`src/hdl/poql_pkg.sv`:
```
`default_nettype none

package poql_pkg;

	// Default sizes of the lock manager.
	localparam int NUM_LEVELS_DEF = 64;
	localparam int NUM_CPUS_DEF   = 64;

	// Fixed widths of the request and result fields.
	localparam int ID_W     = 6;
	localparam int STATUS_W = 2;

	// The highest-priority search works on groups of this many levels.
	localparam int GROUP_SIZE = 8;
	localparam int GIDX_W     = 3;

	// Request kinds.
	localparam logic MODE_ACQUIRE = 1'b0;
	localparam logic MODE_RELEASE = 1'b1;

	// Result status codes.
	localparam logic [STATUS_W-1:0] STAT_OK        = 2'd0;
	localparam logic [STATUS_W-1:0] STAT_DUP       = 2'd1;
	localparam logic [STATUS_W-1:0] STAT_NOT_OWNER = 2'd2;

	// Sequencer states.
	typedef enum logic [2:0] {
		S_IDLE,
		S_EXEC,
		S_SEARCH,
		S_PICK,
		S_GRANT
	} state_t;

endpackage

`default_nettype wire

```
`src/hdl/priority_ordered_queue_lock.sv`:
```
`default_nettype none

// Lock manager with one owner and a FIFO wait queue for each priority level.
// Level 0 is the highest priority.
//
// A request is transferred at a rising edge with start high and busy low. It
// carries mode (0 acquire, 1 release), cpu_id and prio_level. Each request
// gives one result, shown for exactly one cycle with done high: status,
// grant_valid, grant_cpu and grant_level. The receiver cannot stall, so a
// result must be taken in its cycle.
//
// Sequencing: an acquire gives its result from EXEC, and busy is low again
// while done is high; no new request is taken before the last result shows.
// A release runs through EXEC, SEARCH and PICK when nobody waits, and through
// GRANT as well when the lock passes on: the search over the queue flags and
// the read of the chosen queue head need these states. Head, tail and link
// memories each have one write port and one registered read port.
//
// Reset clears the owner, the queue flags and the enrolled flags at once. The
// head, tail and link memories are not cleared. They are read only after being
// written.

module priority_ordered_queue_lock
	import poql_pkg::*;
#(
	parameter int NUM_LEVELS = NUM_LEVELS_DEF,
	parameter int NUM_CPUS   = NUM_CPUS_DEF
) (
	input  wire logic                clk,
	input  wire logic                arst_n,
	input  wire logic                start,
	output logic                     busy,
	input  wire logic                mode,
	input  wire logic [ID_W-1:0]     cpu_id,
	input  wire logic [ID_W-1:0]     prio_level,
	output logic                     done,
	output logic [STATUS_W-1:0]      status,
	output logic                     grant_valid,
	output logic [ID_W-1:0]          grant_cpu,
	output logic [ID_W-1:0]          grant_level
);

	localparam int LVL_W      = $clog2(NUM_LEVELS);
	localparam int CPU_W      = $clog2(NUM_CPUS);
	localparam int NUM_GROUPS = (NUM_LEVELS + GROUP_SIZE - 1) / GROUP_SIZE;
	localparam int GRP_W      = (NUM_GROUPS > 1) ? $clog2(NUM_GROUPS) : 1;
	localparam int PAD_W      = NUM_GROUPS * GROUP_SIZE;

	// Sequencer and control state.
	state_t                  state_q, state_d;
	logic [NUM_LEVELS-1:0]   nonempty_q;
	logic [NUM_CPUS-1:0]     enrolled_q;
	logic                    owner_busy_q;
	logic [CPU_W-1:0]        owner_cpu_q;
	logic [LVL_W-1:0]        owner_level_q;

	// Registered result.
	logic                    done_q;
	logic [STATUS_W-1:0]     status_q;
	logic                    grant_valid_q;
	logic [ID_W-1:0]         grant_cpu_q;
	logic [ID_W-1:0]         grant_level_q;

	// The request being worked on.
	logic                    req_mode_q;
	logic                    req_cpu_ok_q;
	logic [CPU_W-1:0]        req_cpu_q;
	logic [LVL_W-1:0]        req_lvl_q;

	// Queue memories and their read registers.
	logic [CPU_W-1:0]        head_mem [NUM_LEVELS];
	logic [CPU_W-1:0]        tail_mem [NUM_LEVELS];
	logic [CPU_W-1:0]        link_mem [NUM_CPUS];
	logic [CPU_W-1:0]        head_rd_q;
	logic [CPU_W-1:0]        tail_rd_q;
	logic [CPU_W-1:0]        link_rd_q;

	// Grouped search results.
	logic [NUM_GROUPS-1:0]   grp_any_q;
	logic [GIDX_W-1:0]       grp_idx_q [NUM_GROUPS];
	logic [LVL_W-1:0]        found_q;

	logic                    accept;
	logic [LVL_W-1:0]        lvl_in;
	logic                    cpu_in_ok;
	logic [LVL_W-1:0]        tail_ra;
	logic                    is_dup;
	logic                    is_owner;
	logic [PAD_W-1:0]        ne_pad;
	logic                    any_found;
	logic [GRP_W-1:0]        sel_grp;
	logic [GIDX_W-1:0]       sel_idx;
	logic [LVL_W-1:0]        found_lvl;

	// Memory write controls, decoded from the sequencer state.
	logic                    head_we;
	logic [CPU_W-1:0]        head_wd;
	logic                    tail_we;
	logic                    link_we;

	assign accept    = start && (state_q == S_IDLE);
	assign busy      = (state_q != S_IDLE);

	// A level beyond the configured range falls into the lowest-priority level.
	assign lvl_in    = (32'(prio_level) >= NUM_LEVELS) ? LVL_W'(NUM_LEVELS - 1)
		: LVL_W'(prio_level);
	assign cpu_in_ok = (32'(cpu_id) < NUM_CPUS);

	// A release reads the tail of the owner's level; an acquire reads the tail
	// of its own level so that it can link behind it.
	assign tail_ra   = (mode == MODE_RELEASE) ? owner_level_q : lvl_in;

	// An out-of-range processor counts as a duplicate, and can never be the
	// owner. The range flag guards against aliasing after truncation.
	assign is_dup    = !req_cpu_ok_q || enrolled_q[req_cpu_q];
	assign is_owner  = owner_busy_q && req_cpu_ok_q && (req_cpu_q == owner_cpu_q);

	assign ne_pad    = PAD_W'(nonempty_q);

	// Second level of the search: the first group with a waiting processor.
	always_comb begin
		any_found = 1'b0;
		sel_grp   = '0;
		sel_idx   = '0;
		for (int g = NUM_GROUPS - 1; g >= 0; g--) begin
			if (grp_any_q[g]) begin
				any_found = 1'b1;
				sel_grp   = GRP_W'(g);
				sel_idx   = grp_idx_q[g];
			end
		end
		found_lvl = LVL_W'({sel_grp, sel_idx});
	end

	// Next state and memory write decode.
	always_comb begin
		state_d = state_q;
		head_we = 1'b0;
		head_wd = req_cpu_q;
		tail_we = 1'b0;
		link_we = 1'b0;
		unique case (state_q)
			S_IDLE: begin
				if (accept) begin
					state_d = S_EXEC;
				end
			end
			S_EXEC: begin
				state_d = S_IDLE;
				if (req_mode_q == MODE_ACQUIRE) begin
					if (!is_dup) begin
						// Join the tail of the level, or open it as its head.
						tail_we = 1'b1;
						if (nonempty_q[req_lvl_q]) begin
							link_we = 1'b1;
						end else begin
							head_we = 1'b1;
						end
					end
				end else if (is_owner) begin
					// The owner leaves the head of its level. Its successor
					// becomes the head unless the owner was also the tail.
					state_d = S_SEARCH;
					if (tail_rd_q != owner_cpu_q) begin
						head_we = 1'b1;
						head_wd = link_rd_q;
					end
				end
			end
			S_SEARCH: begin
				state_d = S_PICK;
			end
			S_PICK: begin
				state_d = any_found ? S_GRANT : S_IDLE;
			end
			S_GRANT: begin
				state_d = S_IDLE;
			end
			default: begin
				state_d = S_IDLE;
			end
		endcase
	end

	always_ff @(posedge clk or negedge arst_n) begin
		if (!arst_n) begin
			state_q <= S_IDLE;
		end else begin
			state_q <= state_d;
		end
	end

	// Lock state and result register.
	always_ff @(posedge clk or negedge arst_n) begin
		if (!arst_n) begin
			nonempty_q    <= '0;
			enrolled_q    <= '0;
			owner_busy_q  <= 1'b0;
			owner_cpu_q   <= '0;
			owner_level_q <= '0;
			done_q        <= 1'b0;
			status_q      <= STAT_OK;
			grant_valid_q <= 1'b0;
			grant_cpu_q   <= '0;
			grant_level_q <= '0;
		end else begin
			done_q <= 1'b0;
			unique case (state_q)
				S_EXEC: begin
					if (req_mode_q == MODE_ACQUIRE) begin
						done_q        <= 1'b1;
						grant_valid_q <= 1'b0;
						grant_cpu_q   <= '0;
						grant_level_q <= '0;
						if (is_dup) begin
							status_q <= STAT_DUP;
						end else begin
							status_q               <= STAT_OK;
							enrolled_q[req_cpu_q]  <= 1'b1;
							nonempty_q[req_lvl_q]  <= 1'b1;
							// A free lock means every queue is empty, so the
							// new arrival is the one to take it.
							if (!owner_busy_q) begin
								owner_busy_q  <= 1'b1;
								owner_cpu_q   <= req_cpu_q;
								owner_level_q <= req_lvl_q;
								grant_valid_q <= 1'b1;
								grant_cpu_q   <= ID_W'(req_cpu_q);
								grant_level_q <= ID_W'(req_lvl_q);
							end
						end
					end else if (!is_owner) begin
						done_q        <= 1'b1;
						status_q      <= STAT_NOT_OWNER;
						grant_valid_q <= 1'b0;
						grant_cpu_q   <= '0;
						grant_level_q <= '0;
					end else begin
						if (tail_rd_q == owner_cpu_q) begin
							nonempty_q[owner_level_q] <= 1'b0;
						end
						enrolled_q[owner_cpu_q] <= 1'b0;
						owner_busy_q            <= 1'b0;
					end
				end
				S_PICK: begin
					if (!any_found) begin
						done_q        <= 1'b1;
						status_q      <= STAT_OK;
						grant_valid_q <= 1'b0;
						grant_cpu_q   <= '0;
						grant_level_q <= '0;
					end
				end
				S_GRANT: begin
					owner_busy_q  <= 1'b1;
					owner_cpu_q   <= head_rd_q;
					owner_level_q <= found_q;
					done_q        <= 1'b1;
					status_q      <= STAT_OK;
					grant_valid_q <= 1'b1;
					grant_cpu_q   <= ID_W'(head_rd_q);
					grant_level_q <= ID_W'(found_q);
				end
				default: begin
				end
			endcase
		end
	end

	// Request capture and the first level of the search. The search looks at
	// the queue flags as the release left them in the EXEC state.
	always_ff @(posedge clk) begin
		if (accept) begin
			req_mode_q   <= mode;
			req_cpu_ok_q <= cpu_in_ok;
			req_cpu_q    <= CPU_W'(cpu_id);
			req_lvl_q    <= lvl_in;
		end
		if (state_q == S_SEARCH) begin
			for (int g = 0; g < NUM_GROUPS; g++) begin
				grp_any_q[g] <= |ne_pad[g*GROUP_SIZE +: GROUP_SIZE];
				grp_idx_q[g] <= '0;
				for (int b = GROUP_SIZE - 1; b >= 0; b--) begin
					if (ne_pad[g*GROUP_SIZE + b]) begin
						grp_idx_q[g] <= GIDX_W'(b);
					end
				end
			end
		end
		if (state_q == S_PICK) begin
			found_q <= found_lvl;
		end
	end

	// Queue memories: one write and one registered read each. A release
	// rewrites the head of the owner's level, an acquire that of its own.
	always_ff @(posedge clk) begin
		if (head_we) begin
			head_mem[(req_mode_q == MODE_RELEASE) ? owner_level_q : req_lvl_q] <= head_wd;
		end
		head_rd_q <= head_mem[found_lvl];
	end

	always_ff @(posedge clk) begin
		if (tail_we) begin
			tail_mem[req_lvl_q] <= req_cpu_q;
		end
		tail_rd_q <= tail_mem[tail_ra];
	end

	always_ff @(posedge clk) begin
		if (link_we) begin
			link_mem[tail_rd_q] <= req_cpu_q;
		end
		link_rd_q <= link_mem[owner_cpu_q];
	end

	assign done        = done_q;
	assign status      = status_q;
	assign grant_valid = grant_valid_q;
	assign grant_cpu   = grant_cpu_q;
	assign grant_level = grant_level_q;

	// The owner always heads a non-empty level and is enrolled.
	a_owner_queued: assert property (@(posedge clk) disable iff (!arst_n)
		owner_busy_q |-> (nonempty_q[owner_level_q] && enrolled_q[owner_cpu_q]))
		else $error("owner is not at the head of a non-empty level");

	// Outside a release in progress, a free lock leaves nobody waiting.
	a_free_no_waiters: assert property (@(posedge clk) disable iff (!arst_n)
		(!owner_busy_q && (state_q == S_IDLE)) |-> (nonempty_q == '0))
		else $error("lock is free while processors wait");

	// No result appears in the cycle right after a transfer.
	a_no_early_result: assert property (@(posedge clk) disable iff (!arst_n)
		(start && !busy) |=> !done)
		else $error("result appeared too early");

	// A grant reports the owner that the lock state now holds.
	a_grant_matches_owner: assert property (@(posedge clk) disable iff (!arst_n)
		(done && grant_valid) |-> (owner_busy_q && (grant_cpu == ID_W'(owner_cpu_q))
			&& (grant_level == ID_W'(owner_level_q))))
		else $error("grant does not match the owner");

	// An ignored request never grants.
	a_ignored_no_grant: assert property (@(posedge clk) disable iff (!arst_n)
		(done && (status != STAT_OK)) |-> !grant_valid)
		else $error("ignored request granted the lock");

endmodule

`default_nettype wire

```
`config.mk`:
```
export PLATFORM = sky130hd
export DESIGN_NAME = priority_ordered_queue_lock
export DESIGN_NICKNAME = d
export VERILOG_FILES = /design/src/hdl/poql_pkg.sv /design/src/hdl/priority_ordered_queue_lock.sv
export SDC_FILE = /design/constraint.sdc
export NUM_CORES = 2
export LEC_CHECK = 0
export ABC_AREA = 1
export BUFFER_PORTS_ARGS = -buffer_cell sky130_fd_sc_hd__buf_2
export CELL_PAD_IN_SITES_DETAIL_PLACEMENT = 1
export CELL_PAD_IN_SITES_GLOBAL_PLACEMENT = 2
export CORE_MARGIN = 5
export CORE_UTILIZATION = 30
export CTS_CLUSTER_SIZE = 8
export DETAILED_ROUTE_END_ITERATION = 12
export PLACE_DENSITY_LB_ADDON = 0.1
export SLEW_MARGIN = 10
export SYNTH_ARGS = -nofsm -noshare
export SYNTH_HDL_FRONTEND = slang
export SYNTH_SLANG_ARGS = --single-unit
```
`constraint.sdc`:
```
create_clock -name clk -period 5.8 [get_ports clk]
set_input_delay 1.16 -clock clk [delete_from_list [all_inputs] [get_ports clk]]
set_output_delay 1.16 -clock clk [all_outputs]
set_load 0.005 [all_outputs]
```
; ---- Word level (Yosys, flattened, before mapping)
; Memory sizes are Yosys's and may differ from the RTL's. A register that Yosys moved wholly into a read port is not among the register bits.
; Cells that the tools add are included.
[classes]
mul = 0
div = 0
add_sub_neg = 0
eq_ne = 18
bitwise_logic = 70
magnitude_cmp = 8
mux = 368
n_shift = 0
reduce_logical = 23
[ops]
columns = cell, count
row1 = 64-bit 2-to-1 mux, 7
row2 = 3-bit 2-to-1 mux, 82
row3 = 1-bit 2-to-1 mux, 239
row4 = 64-bit AND, 2
row5 = 64-bit inverter, 2
row6 = 64-bit OR, 2
row7 = 6-bit 2-to-1 mux, 20
row8 = 1-bit OR, 64
row9 = 8-bit OR reduction, 8
row10 = 6-bit case mux with 3 select lines, 2
row11 = 6-bit by 7-bit less-than comparator with 1-bit output (second input constant), 4
row12 = 1-bit demux with 6-bit select, 4
row13 = 6-bit by 1-bit greater-or-equal comparator with 1-bit output (second input constant), 4
row14 = 6-bit case mux with 2 select lines, 2
row15 = 1-bit binary-select mux with 6-bit select, 2
row16 = 6-bit == test, 2
row17 = 2-bit inequality test (second input constant), 6
row18 = 3-bit case mux with 4 select lines, 1
row19 = 2-bit 2-to-1 mux, 5
row20 = 3-bit inequality test (second input constant), 3
row21 = 3-bit AND reduction, 3
row22 = 4-bit AND reduction, 2
row23 = 3-bit by 2-bit == test with 1-bit output (second input constant), 2
row24 = 1-bit logical AND, 6
row25 = 10 further kinds, 13
[totals]
elab_cells = 507
rom_bits = 0
ff_bits = 187
mem_count = 4
latchBits = 0
in_bits = 16
ram_bits = 1176
output_inout_bits = 17
[memory_table]
columns = memory, words, word_bits, rd, rd_clocked_by_memory_dff, write_ports, line
row1 = head_mem, 64, 6, 1, 1, 1, priority_ordered_queue_lock.sv:71  ; logic [CPU_W-1:0] head_mem [NUM_LEVELS];
row2 = link_mem, 64, 6, 1, 1, 1, priority_ordered_queue_lock.sv:73  ; logic [CPU_W-1:0] link_mem [NUM_CPUS];
row3 = tail_mem, 64, 6, 1, 1, 1, priority_ordered_queue_lock.sv:72  ; logic [CPU_W-1:0] tail_mem [NUM_LEVELS];
row4 = grp_idx_q, 8, 3, 8, 0, 8, priority_ordered_queue_lock.sv:80  ; logic [GIDX_W-1:0] grp_idx_q [NUM_GROUPS];

; ---- Logic depth before layout (Yosys ltp)
[logic_depth]
depth_word = 11
mapped_depth = 20
ltp_nobuf = 17

; ---- Least setup slack after synthesis
; No wires, ideal clock.
[synth_timing]
kind = register to register
from = register req_cpu_q[0]
to = memory head_mem[0][1] (netlist bit), data pin
arrival_time_ns = 5.247
slack_ns = 0.005
stages_incl_launch_ff = 11
setup_ns = 0.549
n_path_buf = 3
required_ns = 5.251
cell_sequence = edfxtp_1 buf_4 buf_2 nor2_1 nor4_1 and2_1 nand2_1 nor2_2 nand2_1 clkbuf_1 a21oi_1
[synth_between]
elab_chain_len = 5
[synth_rtl]
columns = element, line
row1 = from (decl), priority_ordered_queue_lock.sv:67  ; logic [CPU_W-1:0] req_cpu_q;
row2 = from (signal assigned), priority_ordered_queue_lock.sv:277  ; req_cpu_q <= CPU_W'(cpu_id);
row3 = 6-bit == test, priority_ordered_queue_lock.sv:116  ; assign is_owner = owner_busy_q && req_cpu_ok_q && (req_cpu_q == owner_cpu_q);
row4 = 1-bit logical AND, priority_ordered_queue_lock.sv:116
row5 = 6-bit 2-to-1 mux, priority_ordered_queue_lock.sv:160  ; end else if (is_owner) begin
row6 = 6-bit 2-to-1 mux, priority_ordered_queue_lock.sv:150  ; if (req_mode_q == MODE_ACQUIRE) begin
row7 = 6-bit 2-to-1 mux, priority_ordered_queue_lock.sv:142  ; unique case (state_q)
row8 = net head_wd[1], priority_ordered_queue_lock.sv:97  ; logic [CPU_W-1:0] head_wd;
row9 = to (decl), priority_ordered_queue_lock.sv:71
; The timed path passes the listed nets, and every way through them passes these cells.

; ---- Worst setup path in the final report
[layout_timing]
from = register req_lvl_q[0]
to = memory link_mem[34][3] (netlist bit), enable pin
[layout_between]
elab_chain_len = 8
[layout_rtl]
columns = element, line
row1 = from (decl), priority_ordered_queue_lock.sv:68  ; logic [LVL_W-1:0] req_lvl_q;
row2 = from (signal assigned), priority_ordered_queue_lock.sv:278  ; req_lvl_q <= lvl_in;
row3 = 1-bit binary-select mux with 6-bit select, priority_ordered_queue_lock.sv:154  ; if (nonempty_q[req_lvl_q]) begin
row4 = 1-bit 2-to-1 mux (implied by the code), priority_ordered_queue_lock.sv:154
row5 = 1-bit 2-to-1 mux, priority_ordered_queue_lock.sv:154
row6 = 1-bit 2-to-1 mux, priority_ordered_queue_lock.sv:151  ; if (!is_dup) begin
row7 = 1-bit 2-to-1 mux, priority_ordered_queue_lock.sv:150
row8 = 1-bit 2-to-1 mux, priority_ordered_queue_lock.sv:142
row9 = 1-bit 2-to-1 mux, priority_ordered_queue_lock.sv:313  ; if (link_we) begin
row10 = 1-bit 2-to-1 mux (implied by the code), priority_ordered_queue_lock.sv:314  ; link_mem[tail_rd_q] <= req_cpu_q;
row11 = to (decl), priority_ordered_queue_lock.sv:73
; Every way passes these cells. The select of a mux whose other input is x is not followed.

==> reports/qor.csv <==
metric,value,unit
CP Capture Type,flop,
CTS tree,yes,
Syn Area/Cell,11.2,um2
headroom to the max-slew limit,0.143,
largest family of logic cells by synthesized area,simple AND/OR/NAND/NOR gates,
multiplexer share of the synthesized area,0,
DR iter-0 viols,2627,
post-synthesis compound-gate area fraction,0.0880,
Synth Area in XOR/XNOR,0.000741,
clk_lat worst skew,0.85,ns
Worst-path clk slew,0.06,ns
largest cells by area after synthesis,"edfxtp_1 (61%), dfrtp_1 (6.8%), nand2_1 (5.3%), nand3_1 (5.0%), o21ai_0 (3.2%)",
#FFs+latches synth,1381,
crit start category,flop,
remaining global-route overflow,0,
Final Setup Violations,0,
routed vias/inst,5.07,
initial core utilization,0.301,
hold_buf cts,0,
"Slew Viols, Final",0,
die width,454,um
Combinational Power Share,0.184,
layout cell share with drive strength beyond 1,0.0897,
GR Util All Layers,0.203,
Tmin final,4.57,ns
Gate Count Post-Synth,5296,
internal power,18.5,mW
IO Port Bufs,32,
RSZ-0062 raised after global routing,false,
initial antenna violation count,5,
number of remaining DRC errors,0,
# IOs,33,
max-capacitance violation count,0,
Post-synth EDFFs,1203,
pre-CTS setup slack,1.25,ns
Final Hold Fails,0,
"Top FF cell, synth",edfxtp_1,
Layout fillers,21400,
Finished Layout Cells,8102,
worst path arrival time,5.04,ns
top-area cell type share of the netlist area,0.611,
synth cell count leaders,"edfxtp_1 (1203), nand2_1 (828), nand3_1 (592)",
Fin Clk Skew,0.0541,ns
Worst Path Max Fanout,24,
htree depth,4,
Clock Path Buffers,3,
routability cong.,0.832,
Worst EP required,6.28,ns
Die Span Y,454,um
Worst Hold Class,primary input to asynchronous set/reset pin,
Post-Place Cells,7803,
Reg power frac,0.428,
Hold WS,0.356,ns
Pwr Density,395,nW/um2
sw frac,0.315,
core box area,197000,um2
die footprint,206000,um2
Synth Area in Adders,0,
most common cell in the netlist,edfxtp_1,
post-DP HPWL,130000,um
vias in the first global route,43000,
"Cell Area, Synth",59100,um2
total wire length,212000,um
remaining antenna violation count,0,
Post-CTS Resized,0,
Leak,24.1,nW
nets@finish,5373,
area growth from synthesis to layout,15.6,%
first-pass GRT wire length,309000,um
Sum Neg Setup Slack,0,ns
drt pass-1 iters,5,
Routed WL per cell,26.2,um
Clock Tree Root,clkbuf_16,
WS Path Type,flop to flop,
yosys warns,0,
status,"complete, no violations",
row count,163,
clock tree sinks,1381,
distinct cell type count after synthesis,50,
fin worst setup slack,1.23,ns
Syn Nets,5312,
Max IR drop VDD,0.257,mV
Post-synth ARST share,0.116,
"Seq/Total Area, Yosys",0.685,
pin count of the biggest net entering global routing,193,
Num CTS Buffers,192,
Post-Synth Simple-Gate Area,0.174,
Net Switching,8.49,mW
final design utilization,0.348,
Fmax,219,MHz
setup bufs post-CTS,0,
Slew @ Worst Pin,1.27,ns
cell taking the most area after synthesis,edfxtp_1,
Tcrit/Tclk final,0.787,
vias,41100,
Clock Power Share,0.388,
-- registers in the layout, indices dropped and copies added (netlist names), 8 cells and up --
signal	cells
grp_any_q	8
ne_pad	64
link_mem	384
enrolled_q	64
grp_idx_q	24
tail_mem	384
head_mem	384
-- cell type report --
cell class	count	area [um2]	area share
Antenna cell	1	2.50	0.0000366
Clock inverter	16	327	0.00478
Inverter	460	1730	0.0254
Tap cell	2640	3300	0.0483
Sequential cell	1381	40500	0.592
Timing Repair Buffer	186	1480	0.0216
Clock buffer	282	5170	0.0757
Multi-Input combinational cell	3136	15900	0.232
-- path summary, 6_finish.rpt --
kind	startpoint	endpoint	slack [ns]	cells after the start
min	arst_n	ne_pad[48]	0.36	1
min reg2reg	enrolled_q[26]	enrolled_q[26]	0.49	2
max in group asynchronous	arst_n	grant_valid	4.38	2
min in group clk	enrolled_q[26]	enrolled_q[26]	0.49	2
max	req_lvl_q[0]	link_mem[34][3]	1.23	12
max reg2reg	req_lvl_q[0]	link_mem[34][3]	1.23	12
-- placed cells by master (no fill, tap or decap), types with 12 or more instances in the layout --
master,count
nor3_1,105
o221ai_1,48
o22ai_1,76
buf_2,31
o21ai_0,377
a21oi_1,107
nand3b_1,132
clkbuf_16,193
nand2_1,825
a22oi_1,81
nor3_2,36
buf_12,12
a22o_1,21
dfxtp_1,18
buf_4,142
nor2_1,502
inv_1,438
o211ai_1,49
inv_2,18
dfrtp_1,160
edfxtp_1,1203
nand4_1,53
a221oi_1,40
nand3_1,592
clkbuf_1,88
-- critical path: stages (launching register included) --
cell and delay (ns):
edfxtp_1 0.81, nand3_1 0.78, o22ai_1 0.42, nor2_1 0.08
nand2_1 0.07, nand2_1 0.07, nand2_1 0.08, inv_1 0.04
nand2_1 0.11, o21ai_1 0.20, nor2_2 0.21, nand2_1 0.63
nor2_1 0.69
-- per-layer routing --
| metal | GRT usage | vias to the layer above | wire, um |
|---|---|---|---|
| li1 | - | 19000 | - |
| met1 | 0.273 | 21200 | 96200 |
| met2 | 0.348 | 705 | 104000 |
| met3 | 0.0252 | 247 | 6790 |
| met4 | 0.0539 | 0 | 5150 |
| met5 | 0 | - | 0 |
-- per-stage QoR --
step | cell area (um2) | power [mW]
after floorplan | 59100 | 14.3
after global placement | 62900 | 16.8
after detailed placement | 62900 | 16.8
after CTS | 68400 | 27.4
final | 68400 | 27.0
after global routing | 68400 | 28.2
-- power groups by stage --
stage	sequential, mW	combinational (mW)	clock (mW)
6_report	11.5	4.97	10.5
5_1_grt	11.6	5.41	11.2
4_1_cts	11.5	5.09	10.8
3_5_place_dp	11.7	5.07	0
3_3_place_gp	11.7	5.09	0
2_1_floorplan	11.6	2.71	0
-- cells by family (layout without fill, tap and decap cells) --
family | count (synthesis) | after routing
other | 0 | 1
AO/OA/AOI/OAI | 854 | 854
XOR/XNOR | 5 | 5
AND/OR/NAND/NOR | 2277 | 2277
buffers and inverters | 779 | 944
flip-flops | 1381 | 1381
No activity file was read; power rests on OpenSTA's default activity.
